[src/rtl/core/pdr_pkg.sv]
// ----------------------------------------------------------------------------
// pdr_pkg
// Shared types and constants for the dead-reckoning pose update.
// ----------------------------------------------------------------------------
package pdr_pkg;

  localparam int DIST_W = 25;
  localparam int TRIG_W = 33;
  localparam int PROD_W = 58;
  localparam int STEP_W = 5;
  localparam int POS_EXT_W = 34;
  localparam int ADDR_W = 3;

  localparam logic signed [TRIG_W-1:0] CORDIC_GAIN = 33'sd652032874;

  localparam logic [31:0] ATAN_TURN32 [24] = '{
    32'h20000000, 32'h12E4051E, 32'h09FB385B, 32'h051111D4, 32'h028B0D43,
    32'h0145D7E1, 32'h00A2F61E, 32'h00517C55, 32'h0028BE53, 32'h00145F2F,
    32'h000A2F98, 32'h000517CC, 32'h00028BE6, 32'h000145F3, 32'h0000A2FA,
    32'h0000517D, 32'h000028BE, 32'h0000145F, 32'h00000A30, 32'h00000518,
    32'h0000028C, 32'h00000146, 32'h000000A3, 32'h00000051
  };

  localparam logic REG_POS_LIMIT = 1'b0;
  localparam logic REG_HDG_LIMIT = 1'b1;

  typedef enum logic [1:0] {
    ST_IDLE,
    ST_CORDIC,
    ST_MUL,
    ST_COMMIT
  } pdr_state_t;

  typedef struct packed {
    logic                     done;
    logic signed [TRIG_W-1:0] cos_val;
    logic signed [TRIG_W-1:0] sin_val;
  } cordic_res_t;

  // atan table entry rounded half up to the chosen angle width
  function automatic logic [31:0] atan_round(logic [STEP_W-1:0] i, int unsigned sh);
    return (ATAN_TURN32[i] + (32'd1 << (sh - 1))) >> sh;
  endfunction

endpackage

[src/rtl/core/pdr_if.sv]
// ----------------------------------------------------------------------------
// pdr_if
// Request and result channels of the pose update.
// ----------------------------------------------------------------------------
interface pdr_odo_if;
  logic               valid;
  logic               ready;
  logic               mode;
  logic signed [23:0] travel_length;
  logic signed [15:0] travel_direction;
  logic signed [15:0] turn_angle;
  logic signed [23:0] length_noise;
  logic signed [15:0] angle_noise;
  logic signed [31:0] load_x;
  logic signed [31:0] load_y;
  logic [15:0]        load_heading;

  modport source (output valid, mode, travel_length, travel_direction, turn_angle,
                  length_noise, angle_noise, load_x, load_y, load_heading,
                  input ready);
  modport sink (input valid, mode, travel_length, travel_direction, turn_angle,
                length_noise, angle_noise, load_x, load_y, load_heading,
                output ready);
endinterface

interface pdr_pose_if;
  logic               valid;
  logic               ready;
  logic signed [31:0] pose_x;
  logic signed [31:0] pose_y;
  logic [15:0]        pose_heading;
  logic               near_zero;
  logic               saturated;

  modport source (output valid, pose_x, pose_y, pose_heading, near_zero, saturated,
                  input ready);
  modport sink (input valid, pose_x, pose_y, pose_heading, near_zero, saturated,
                output ready);
endinterface

[src/rtl/core/pdr_cordic.sv]
// ----------------------------------------------------------------------------
// pdr_cordic
// Iterative rotation-mode CORDIC, one micro-rotation per cycle.
// ----------------------------------------------------------------------------
module pdr_cordic #(
  parameter int CORDIC_STEPS = 16,
  parameter int ANGLE_BITS = 16
) (
  input  logic                clk,
  input  logic                rst,
  input  logic                start,
  input  logic [15:0]         angle,
  output pdr_pkg::cordic_res_t res
);
  import pdr_pkg::*;

  localparam int AW = ANGLE_BITS + 2;
  localparam logic signed [AW-1:0] HALF = AW'(1) <<< (ANGLE_BITS - 1);
  localparam logic signed [AW-1:0] QUARTER = AW'(1) <<< (ANGLE_BITS - 2);

  logic [ANGLE_BITS-1:0]    a_u;
  logic signed [AW-1:0]     a_s;
  logic signed [AW-1:0]     a_fold;
  logic                     neg_fold;
  logic signed [AW-1:0]     ang;
  logic signed [AW-1:0]     e;
  logic signed [TRIG_W-1:0] x;
  logic signed [TRIG_W-1:0] y;
  logic [STEP_W-1:0]        cnt;
  logic                     busy;
  logic                     neg;
  logic                     fin;

  assign a_u = ANGLE_BITS'({angle, 8'h00} >> (24 - ANGLE_BITS));
  assign a_s = AW'($signed(a_u));

  always_comb begin
    a_fold = a_s;
    neg_fold = 1'b0;
    if (a_s > QUARTER) begin
      a_fold = a_s - HALF;
      neg_fold = 1'b1;
    end else if (a_s < -QUARTER) begin
      a_fold = a_s + HALF;
      neg_fold = 1'b1;
    end
  end

  assign e = AW'(atan_round(cnt, 32 - ANGLE_BITS));

  always_ff @(posedge clk) begin
    if (rst) begin
      busy <= 1'b0;
      fin <= 1'b0;
      cnt <= '0;
    end else begin
      fin <= 1'b0;
      if (start) begin
        busy <= 1'b1;
        cnt <= '0;
      end else if (busy) begin
        cnt <= cnt + 1'b1;
        if (cnt == STEP_W'(CORDIC_STEPS - 1)) begin
          busy <= 1'b0;
          fin <= 1'b1;
        end
      end
    end
  end

  always_ff @(posedge clk) begin
    if (start) begin
      x <= CORDIC_GAIN;
      y <= '0;
      ang <= a_fold;
      neg <= neg_fold;
    end else if (busy) begin
      if (ang >= 0) begin
        x <= x - (y >>> cnt);
        y <= y + (x >>> cnt);
        ang <= ang - e;
      end else begin
        x <= x + (y >>> cnt);
        y <= y - (x >>> cnt);
        ang <= ang + e;
      end
    end
  end

  assign res.done = fin;
  assign res.cos_val = neg ? -x : x;
  assign res.sin_val = neg ? -y : y;

endmodule

[src/rtl/core/pdr_serial_mul.sv]
// ----------------------------------------------------------------------------
// pdr_serial_mul
// Bit-serial signed multiplier: distance times Q30 factor, rounded to Q16.16.
// ----------------------------------------------------------------------------
module pdr_serial_mul (
  input  logic                             clk,
  input  logic                             rst,
  input  logic                             start,
  input  logic signed [pdr_pkg::DIST_W-1:0] distance,
  input  logic signed [pdr_pkg::TRIG_W-1:0] factor,
  output logic                             done,
  output logic signed [pdr_pkg::POS_EXT_W-1:0] product
);
  import pdr_pkg::*;

  logic signed [PROD_W-1:0] acc;
  logic signed [PROD_W-1:0] mcand;
  logic [DIST_W-1:0]        dsh;
  logic [STEP_W-1:0]        cnt;
  logic                     busy;

  always_ff @(posedge clk) begin
    if (rst) begin
      busy <= 1'b0;
      done <= 1'b0;
      cnt <= '0;
    end else begin
      done <= 1'b0;
      if (start) begin
        busy <= 1'b1;
        cnt <= '0;
      end else if (busy) begin
        cnt <= cnt + 1'b1;
        if (cnt == STEP_W'(DIST_W - 1)) begin
          busy <= 1'b0;
          done <= 1'b1;
        end
      end
    end
  end

  // sign bit of the distance carries negative weight
  always_ff @(posedge clk) begin
    if (start) begin
      acc <= PROD_W'(1) <<< 29;
      mcand <= PROD_W'(factor);
      dsh <= distance;
    end else if (busy) begin
      if (dsh[0]) begin
        if (cnt == STEP_W'(DIST_W - 1)) begin
          acc <= acc - mcand;
        end else begin
          acc <= acc + mcand;
        end
      end
      mcand <= mcand <<< 1;
      dsh <= dsh >> 1;
    end
  end

  assign product = POS_EXT_W'($signed(acc[PROD_W-1:30]));

endmodule

[src/rtl/core/pose_dead_reckoning_update.sv]
// ----------------------------------------------------------------------------
// pose_dead_reckoning_update
// One request at a time; a move request passes through the iterative CORDIC
// (one step a cycle) and then the bit-serial multiply.
// A new request is taken while the previous result waits in the output register.
// Reset: pose cleared to zero, limits to 66 and 10, no result pending.
// ----------------------------------------------------------------------------
module pose_dead_reckoning_update #(
  parameter int CORDIC_STEPS = 16,
  parameter int ANGLE_BITS = 16
) (
  input  logic                       clk,
  input  logic                       rst,
  pdr_odo_if.sink                    odo,
  pdr_pose_if.source                 pose,
  input  logic                       psel,
  input  logic                       penable,
  input  logic                       pwrite,
  input  logic [pdr_pkg::ADDR_W-1:0] paddr,
  input  logic [31:0]                pwdata,
  output logic [31:0]                prdata,
  output logic                       pready
);
  import pdr_pkg::*;

  pdr_state_t state;
  pdr_state_t state_next;

  logic [15:0] pos_limit;
  logic [14:0] hdg_limit;

  logic signed [31:0] pos_x;
  logic signed [31:0] pos_y;
  logic [15:0]        heading;

  logic                     ld_mode;
  logic signed [DIST_W-1:0] distance;
  logic [15:0]              turn_sum;
  logic signed [31:0]       ld_x;
  logic signed [31:0]       ld_y;
  logic [15:0]              ld_heading;

  logic        accept;
  logic        cordic_start;
  logic        mul_start;
  logic        commit;
  logic [15:0] phi;

  cordic_res_t                 cres;
  logic                        mul_done_x;
  logic                        mul_done_y;
  logic signed [POS_EXT_W-1:0] px;
  logic signed [POS_EXT_W-1:0] py;

  logic signed [POS_EXT_W-1:0] sum_x;
  logic signed [POS_EXT_W-1:0] sum_y;
  logic                        sat_x;
  logic                        sat_y;
  logic signed [31:0]          x_next;
  logic signed [31:0]          y_next;
  logic [15:0]                 heading_next;
  logic [32:0]                 abs_x;
  logic [32:0]                 abs_y;
  logic [15:0]                 abs_h;

  // configuration
  assign pready = 1'b1;

  always_ff @(posedge clk) begin
    if (rst) begin
      pos_limit <= 16'd66;
      hdg_limit <= 15'd10;
    end else if (psel && penable && pwrite && pready) begin
      unique case (paddr[2])
        REG_POS_LIMIT: pos_limit <= pwdata[15:0];
        REG_HDG_LIMIT: hdg_limit <= pwdata[14:0];
        default: ;
      endcase
    end
  end

  always_comb begin
    unique case (paddr[2])
      REG_POS_LIMIT: prdata = {16'h0000, pos_limit};
      REG_HDG_LIMIT: prdata = {17'd0, hdg_limit};
      default: prdata = '0;
    endcase
  end

  // control
  always_comb begin
    state_next = state;
    unique case (state)
      ST_IDLE: begin
        if (odo.valid) begin
          state_next = odo.mode ? ST_COMMIT : ST_CORDIC;
        end
      end
      ST_CORDIC: begin
        if (cres.done) begin
          state_next = ST_MUL;
        end
      end
      ST_MUL: begin
        if (mul_done_x) begin
          state_next = ST_COMMIT;
        end
      end
      ST_COMMIT: begin
        if (!pose.valid || pose.ready) begin
          state_next = ST_IDLE;
        end
      end
      default: state_next = ST_IDLE;
    endcase
  end

  always_comb begin
    odo.ready = 1'b0;
    cordic_start = 1'b0;
    mul_start = 1'b0;
    commit = 1'b0;
    unique case (state)
      ST_IDLE: begin
        odo.ready = 1'b1;
        cordic_start = odo.valid && !odo.mode;
      end
      ST_CORDIC: mul_start = cres.done;
      ST_MUL: ;
      ST_COMMIT: commit = !pose.valid || pose.ready;
      default: ;
    endcase
  end

  always_ff @(posedge clk) begin
    if (rst) begin
      state <= ST_IDLE;
    end else begin
      state <= state_next;
    end
  end

  assign accept = odo.valid && odo.ready;
  assign phi = 16'(odo.travel_direction) + 16'(odo.angle_noise) + heading;

  always_ff @(posedge clk) begin
    if (accept) begin
      ld_mode <= odo.mode;
      distance <= DIST_W'(odo.travel_length) + DIST_W'(odo.length_noise);
      turn_sum <= 16'(odo.turn_angle) + 16'(odo.angle_noise);
      ld_x <= odo.load_x;
      ld_y <= odo.load_y;
      ld_heading <= odo.load_heading;
    end
  end

  pdr_cordic #(
    .CORDIC_STEPS(CORDIC_STEPS),
    .ANGLE_BITS(ANGLE_BITS)
  ) u_cordic (
    .clk(clk),
    .rst(rst),
    .start(cordic_start),
    .angle(phi),
    .res(cres)
  );

  pdr_serial_mul u_mul_x (
    .clk(clk),
    .rst(rst),
    .start(mul_start),
    .distance(distance),
    .factor(cres.cos_val),
    .done(mul_done_x),
    .product(px)
  );

  pdr_serial_mul u_mul_y (
    .clk(clk),
    .rst(rst),
    .start(mul_start),
    .distance(distance),
    .factor(cres.sin_val),
    .done(mul_done_y),
    .product(py)
  );

  // saturating position update
  assign sum_x = POS_EXT_W'(pos_x) + px;
  assign sum_y = POS_EXT_W'(pos_y) + py;
  assign sat_x = (sum_x[POS_EXT_W-1:31] != '0) && (sum_x[POS_EXT_W-1:31] != '1);
  assign sat_y = (sum_y[POS_EXT_W-1:31] != '0) && (sum_y[POS_EXT_W-1:31] != '1);

  always_comb begin
    if (ld_mode) begin
      x_next = ld_x;
      y_next = ld_y;
      heading_next = ld_heading;
    end else begin
      x_next = sat_x ? (sum_x[POS_EXT_W-1] ? 32'sh8000_0000 : 32'sh7FFF_FFFF)
                     : sum_x[31:0];
      y_next = sat_y ? (sum_y[POS_EXT_W-1] ? 32'sh8000_0000 : 32'sh7FFF_FFFF)
                     : sum_y[31:0];
      heading_next = heading + turn_sum;
    end
  end

  assign abs_x = x_next[31] ? -33'(x_next) : 33'(x_next);
  assign abs_y = y_next[31] ? -33'(y_next) : 33'(y_next);
  assign abs_h = heading_next[15] ? -heading_next : heading_next;

  always_ff @(posedge clk) begin
    if (rst) begin
      pos_x <= '0;
      pos_y <= '0;
      heading <= '0;
      pose.valid <= 1'b0;
    end else begin
      if (pose.valid && pose.ready) begin
        pose.valid <= 1'b0;
      end
      if (commit) begin
        pos_x <= x_next;
        pos_y <= y_next;
        heading <= heading_next;
        pose.valid <= 1'b1;
      end
    end
  end

  // most negative heading has abs_h[15] set and never counts as near zero
  always_ff @(posedge clk) begin
    if (commit) begin
      pose.pose_x <= x_next;
      pose.pose_y <= y_next;
      pose.pose_heading <= heading_next;
      pose.near_zero <= (abs_x < 33'(pos_limit)) && (abs_y < 33'(pos_limit)) &&
                        (abs_h < 16'(hdg_limit));
      pose.saturated <= !ld_mode && (sat_x || sat_y);
    end
  end

  a_cordic_in_state: assert property (@(posedge clk) disable iff (rst)
    cres.done |-> state == ST_CORDIC)
    else $error("cordic finished outside its phase");

  a_mul_in_state: assert property (@(posedge clk) disable iff (rst)
    mul_done_x |-> state == ST_MUL && mul_done_y)
    else $error("multipliers out of step");

  a_commit_shows: assert property (@(posedge clk) disable iff (rst)
    commit |=> pose.valid && state == ST_IDLE)
    else $error("committed result not presented");

endmodule

[src/flat_wrapper.sv]
// flat-port wrapper written by rule: the top's interface ports become plain ports
module pose_dead_reckoning_update_flat import pdr_pkg::*;
#(
  parameter int CORDIC_STEPS = 16,
  parameter int ANGLE_BITS = 16
)
  (clk, rst, psel, penable, pwrite, paddr, pwdata, prdata, pready, odo_valid, odo_mode, odo_travel_length, odo_travel_direction, odo_turn_angle, odo_length_noise, odo_angle_noise, odo_load_x, odo_load_y, odo_load_heading, odo_ready, pose_valid, pose_pose_x, pose_pose_y, pose_pose_heading, pose_near_zero, pose_saturated, pose_ready);
  pdr_odo_if odo_i ();
  pdr_pose_if pose_i ();
  input  logic clk;
  input  logic rst;
  input  logic psel;
  input  logic penable;
  input  logic pwrite;
  input  logic [pdr_pkg::ADDR_W-1:0] paddr;
  input  logic [31:0] pwdata;
  output logic [31:0] prdata;
  output logic pready;
  input wire logic [$bits(odo_i.valid)-1:0] odo_valid;
  input wire logic [$bits(odo_i.mode)-1:0] odo_mode;
  input wire logic [$bits(odo_i.travel_length)-1:0] odo_travel_length;
  input wire logic [$bits(odo_i.travel_direction)-1:0] odo_travel_direction;
  input wire logic [$bits(odo_i.turn_angle)-1:0] odo_turn_angle;
  input wire logic [$bits(odo_i.length_noise)-1:0] odo_length_noise;
  input wire logic [$bits(odo_i.angle_noise)-1:0] odo_angle_noise;
  input wire logic [$bits(odo_i.load_x)-1:0] odo_load_x;
  input wire logic [$bits(odo_i.load_y)-1:0] odo_load_y;
  input wire logic [$bits(odo_i.load_heading)-1:0] odo_load_heading;
  output wire logic [$bits(odo_i.ready)-1:0] odo_ready;
  output wire logic [$bits(pose_i.valid)-1:0] pose_valid;
  output wire logic [$bits(pose_i.pose_x)-1:0] pose_pose_x;
  output wire logic [$bits(pose_i.pose_y)-1:0] pose_pose_y;
  output wire logic [$bits(pose_i.pose_heading)-1:0] pose_pose_heading;
  output wire logic [$bits(pose_i.near_zero)-1:0] pose_near_zero;
  output wire logic [$bits(pose_i.saturated)-1:0] pose_saturated;
  input wire logic [$bits(pose_i.ready)-1:0] pose_ready;
  assign odo_i.valid = odo_valid;
  assign odo_i.mode = odo_mode;
  assign odo_i.travel_length = odo_travel_length;
  assign odo_i.travel_direction = odo_travel_direction;
  assign odo_i.turn_angle = odo_turn_angle;
  assign odo_i.length_noise = odo_length_noise;
  assign odo_i.angle_noise = odo_angle_noise;
  assign odo_i.load_x = odo_load_x;
  assign odo_i.load_y = odo_load_y;
  assign odo_i.load_heading = odo_load_heading;
  assign odo_ready = odo_i.ready;
  assign pose_valid = pose_i.valid;
  assign pose_pose_x = pose_i.pose_x;
  assign pose_pose_y = pose_i.pose_y;
  assign pose_pose_heading = pose_i.pose_heading;
  assign pose_near_zero = pose_i.near_zero;
  assign pose_saturated = pose_i.saturated;
  assign pose_i.ready = pose_ready;
  pose_dead_reckoning_update #(.CORDIC_STEPS(CORDIC_STEPS), .ANGLE_BITS(ANGLE_BITS)) u_core (.clk(clk), .rst(rst), .odo(odo_i), .pose(pose_i), .psel(psel), .penable(penable), .pwrite(pwrite), .paddr(paddr), .pwdata(pwdata), .prdata(prdata), .pready(pready));
endmodule
[config.mk]
export PLATFORM = sky130hd
export DESIGN_NAME = pose_dead_reckoning_update_flat
export DESIGN_NICKNAME = d
export VERILOG_FILES = /design/src/rtl/core/pdr_pkg.sv /design/src/rtl/core/pdr_if.sv /design/src/rtl/core/pdr_cordic.sv /design/src/rtl/core/pdr_serial_mul.sv /design/src/rtl/core/pose_dead_reckoning_update.sv /design/src/flat_wrapper.sv
export SDC_FILE = /design/constraint.sdc
export NUM_CORES = 2
export LEC_CHECK = 0
export BUFFER_PORTS_ARGS = -buffer_cell sky130_fd_sc_hd__buf_4
export CORE_MARGIN = 2
export CORE_UTILIZATION = 38
export DETAILED_ROUTE_END_ITERATION = 16
export MAX_ROUTING_LAYER = met4
export PLACE_DENSITY = 0.51
export SLEW_MARGIN = 20
export SYNTH_ARGS = -nofsm -noshare
export SYNTH_HDL_FRONTEND = slang
export SYNTH_SLANG_ARGS = --single-unit
[constraint.sdc]
create_clock -name clk -period 7.4 [get_ports clk]
set_clock_uncertainty 0.1 [all_clocks]
set_input_delay 0.74 -clock clk [delete_from_list [all_inputs] [get_ports clk]]
set_output_delay 0.74 -clock clk [all_outputs]
set_load 0.02 [all_outputs]
==> impl_metrics.env <==
export IMPL_status="complete, no violations"
export IMPL_hpwl_um=125800
export IMPL_cts_root_buf="clkbuf_16"
export IMPL_hold_viol=0
export IMPL_holdBufCountCts=0
export IMPL_ioPinCount=336
export IMPL_initial_core_util_pct=38.23
export IMPL_areaGrowthSynthToFinish_pct=13.99
export IMPL_synth_edf_count=389
export IMPL_core_um2=143300
export IMPL_postLayoutCoreUtil_pct=43.58
export IMPL_htree_levels=3
export IMPL_grt_start_max_net_pins=120
export IMPL_wl_per_cell_um=19.28
export IMPL_whs_ns=0.1006
export IMPL_rsz0062_at_grt="false"
export IMPL_leakagePower_nw=25.99
export IMPL_fin_cells=8569
export IMPL_synth_cell_types=127
export IMPL_clk_latency_ns=0.71
export IMPL_cts_clk_slew_worst_paths_ns=0.06
export IMPL_drt_drc_violations_left=0
export IMPL_postSynthCellCount=6344
export IMPL_via_count=46608
export IMPL_dp_cells=8398
export IMPL_cts_buffer_depth=3
export IMPL_cts_tree="yes"
export IMPL_cp_end_kind="register"
export IMPL_finalNetCount=7230
export IMPL_ir_worst_vdd_mv=0.2333
export IMPL_ys_warn_count=0
export IMPL_powerDensity_nw_per_um2=346.6
export IMPL_portBuffers=300
export IMPL_finalMaxSlewViolations=0
export IMPL_drtIter0Drc=3088
export IMPL_final_cell_mix="897 x nand2_1, 525 x a21oi_1, 509 x nor2_1"
export IMPL_fp_row_count=139
export IMPL_cp_start_kind="register"
export IMPL_grt_antenna_before_repair=3
export IMPL_grt_overflow=0
export IMPL_drive_above_1_share_pct=12.70
export IMPL_firstDrtPassIters=5
export IMPL_final_setup_viol_count=0
export IMPL_cap_violations=0
export IMPL_grt_usage_pct=22.37
export IMPL_die_y_um=383.7
export IMPL_antenna_left=0
export IMPL_synth_area_um2=54780
export IMPL_worstMarginPinSlew_ns=1.050
export IMPL_gp_congestion=0.9190
export IMPL_first_global_vias=44244
export IMPL_slew_headroom_pct=30.01
export IMPL_yosysSeqAreaShare_pct=32.87
export IMPL_avgSynthCellArea_um2=8.636
export IMPL_numCtsBuffers=86
export IMPL_cp_data_arrival_time_ns=7.49
export IMPL_cts_num_sinks=705
export IMPL_critical_path_class="reg -> reg"
export IMPL_worstPathRequired_ns=7.93
export IMPL_fillers=14263
export IMPL_async_reset_ff_share_pct=0
export IMPL_fmax_mhz=143.8
export IMPL_period_minus_slack_ns=6.956
export IMPL_post_drt_via_cell_ratio=5.439
export IMPL_layout_commonest_cell="nand2_1"
export IMPL_fin_setup_tns_ns=0
export IMPL_ys_ff_latch=705
export IMPL_die_width_um=383.7
export IMPL_min_period_over_period_pct=93.99
export IMPL_hold_path_class="in -> reg"
export IMPL_grt_first_pass_wirelength_um=255500
export IMPL_crit_fanout=5
export IMPL_finalWirelength_um=165200
export IMPL_die_area_um2=147200
export IMPL_dominantRegCellSynth="edfxtp_1"
[repair_timing]
action	4_1_cts	5_1_grt
endpoints found under the setup margin	0	12
buffers inserted	0	5
gates resized for setup	0	22
[synthesized netlist by cell type, types with 11 or more instances]
cell / n / area, um^2
nand2_1: 902 / 3386
a21oi_1: 527 / 2638
nor2_1: 510 / 1914
o21ai_0: 423 / 2117
ha_1: 397 / 4967
edfxtp_1: 389 / 11680
xnor2_1: 330 / 2890
dfxtp_1: 316 / 6326
xor2_1: 246 / 2155
inv_1: 238 / 893.4
clkbuf_1: 218 / 818.3
a21o_1: 186 / 1396
nor3_1: 137 / 685.7
nand3_1: 109 / 545.5
mux2i_1: 101 / 1011
nand2b_1: 83 / 519.3
mux4_2: 75 / 1689
a211oi_1: 70 / 525.5
a31oi_1: 63 / 394.1
o31ai_1: 61 / 457.9
or3_1: 60 / 375.4
nand4_1: 49 / 306.5
o21a_1: 47 / 352.8
buf_1: 43 / 161.4
and3_1: 42 / 262.8
o211ai_1: 39 / 292.8
nor2b_1: 36 / 225.2
o21bai_1: 35 / 262.8
and2_1: 33 / 206.5
buf_2: 30 / 150.1
mux2_2: 29 / 326.6
nor4_1: 29 / 181.4
or2_2: 29 / 181.4
a21boi_0: 28 / 210.2
fa_1: 26 / 520.5
o41ai_1: 26 / 227.7
or4_1: 24 / 180.2
a211o_1: 23 / 201.4
buf_4: 18 / 135.1
o21ai_1: 17 / 85.08
nor3b_1: 15 / 112.6
a31o_2: 14 / 122.6
a221oi_1: 13 / 113.9
o31a_1: 11 / 96.34
[cells by family (layout without fill, tap and decap cells)]
kind of cell,after synthesis,count (layout),share of synthesized area (%)
AOI/OAI and AO/OA,1727,1727,20.00
xor gates and xnor gates,576,576,9.209
adders and majority gates,426,426,10.07
buffers and inverters,565,868,4.221
DFF,705,705,32.87
muxes,208,208,5.641
other,2,21,0.01371
and+or+nand+nor,2135,2135,17.97
[per-layer routing]
layer	vias to the layer above	part of all wire, %	track usage [%]
met3	215	4.2	2.336
met4	0	2.6	6.325
met2	1044	46	35.72
met1	21961	47	30.03
met5	-	0	-
li1	23388	-	-
[power by group]
group,leakage (nW),switching (mW),internal (mW)
sequential,6.16,0.615,4.89
clock,1.41,1.84,2.49
combinational,18.4,6.78,5.04
[final timing paths]
check	slack [ns]	end	start	cells after the start
hold / removal	0.10	u_core.ld_y[5]	odo_load_y[5]	1
setup reg to reg	0.44	u_core.u_mul_x.acc[57]	u_core.u_mul_x.mcand[5]	26
setup / recovery	0.44	u_core.u_mul_x.acc[57]	u_core.u_mul_x.mcand[5]	26
hold reg to reg	0.35	u_core.pos_limit[13]	u_core.pos_limit[13]	2
[layout make-up]
class	instances	area, um^2	share of cell area (%)
tap	1903	2381	3.813
inverter	244	920.9	1.475
clock inverter	44	461.7	0.7393
multi-input combinational	5089	34650	55.49
sequential	705	18020	28.85
clock buffer	118	2417	3.871
timing repair buffer	462	3590	5.748
antenna	4	10.01	0.01603
[critical path: stages (launching register included)]
cell and delay (ns):
edfxtp_1 0.42, or3_1 0.42, or3b_2 0.48, or2_2 0.32, or3b_2 0.49, nor2_1 0.16, nand2_1 0.12, nor2_1 0.15
nand2_1 0.10, o41ai_2 0.24, buf_4 0.17, and3_1 0.25, o21ai_0 0.14, xnor2_1 0.17, ha_1 0.31, nand3_1 0.12
or2_2 0.34, or3_1 0.32, o211a_1 0.27, nor4_2 0.39, o21ai_2 0.16, a311oi_2 0.28, nand2_1 0.12, a311oi_1 0.27
xnor2_1 0.12, or3_1 0.31, a21oi_1 0.13
[flip-flops by register name, indices dropped and copies added (netlist names), 33 cells and up]
name / flops
u_core.u_cordic.x: 33
u_core.u_mul_x.acc: 58
u_core.u_cordic.y: 33
u_core.u_mul_x.mcand: 58
u_core.u_mul_y.acc: 58
u_core.u_mul_y.mcand: 58
[stage by stage]
step	instance area, um^2	setup WS (ns)	power (mW)
floorplan	54840	0.7110	14.00
global placement	59400	0.2177	17.18
detailed placement	59400	0.1120	17.25
CTS	62280	0.07152	21.71
global route	62450	0.01071	23.31
finish	62450	0.4444	21.64
Note: power is estimated with default switching activity, not from simulation.
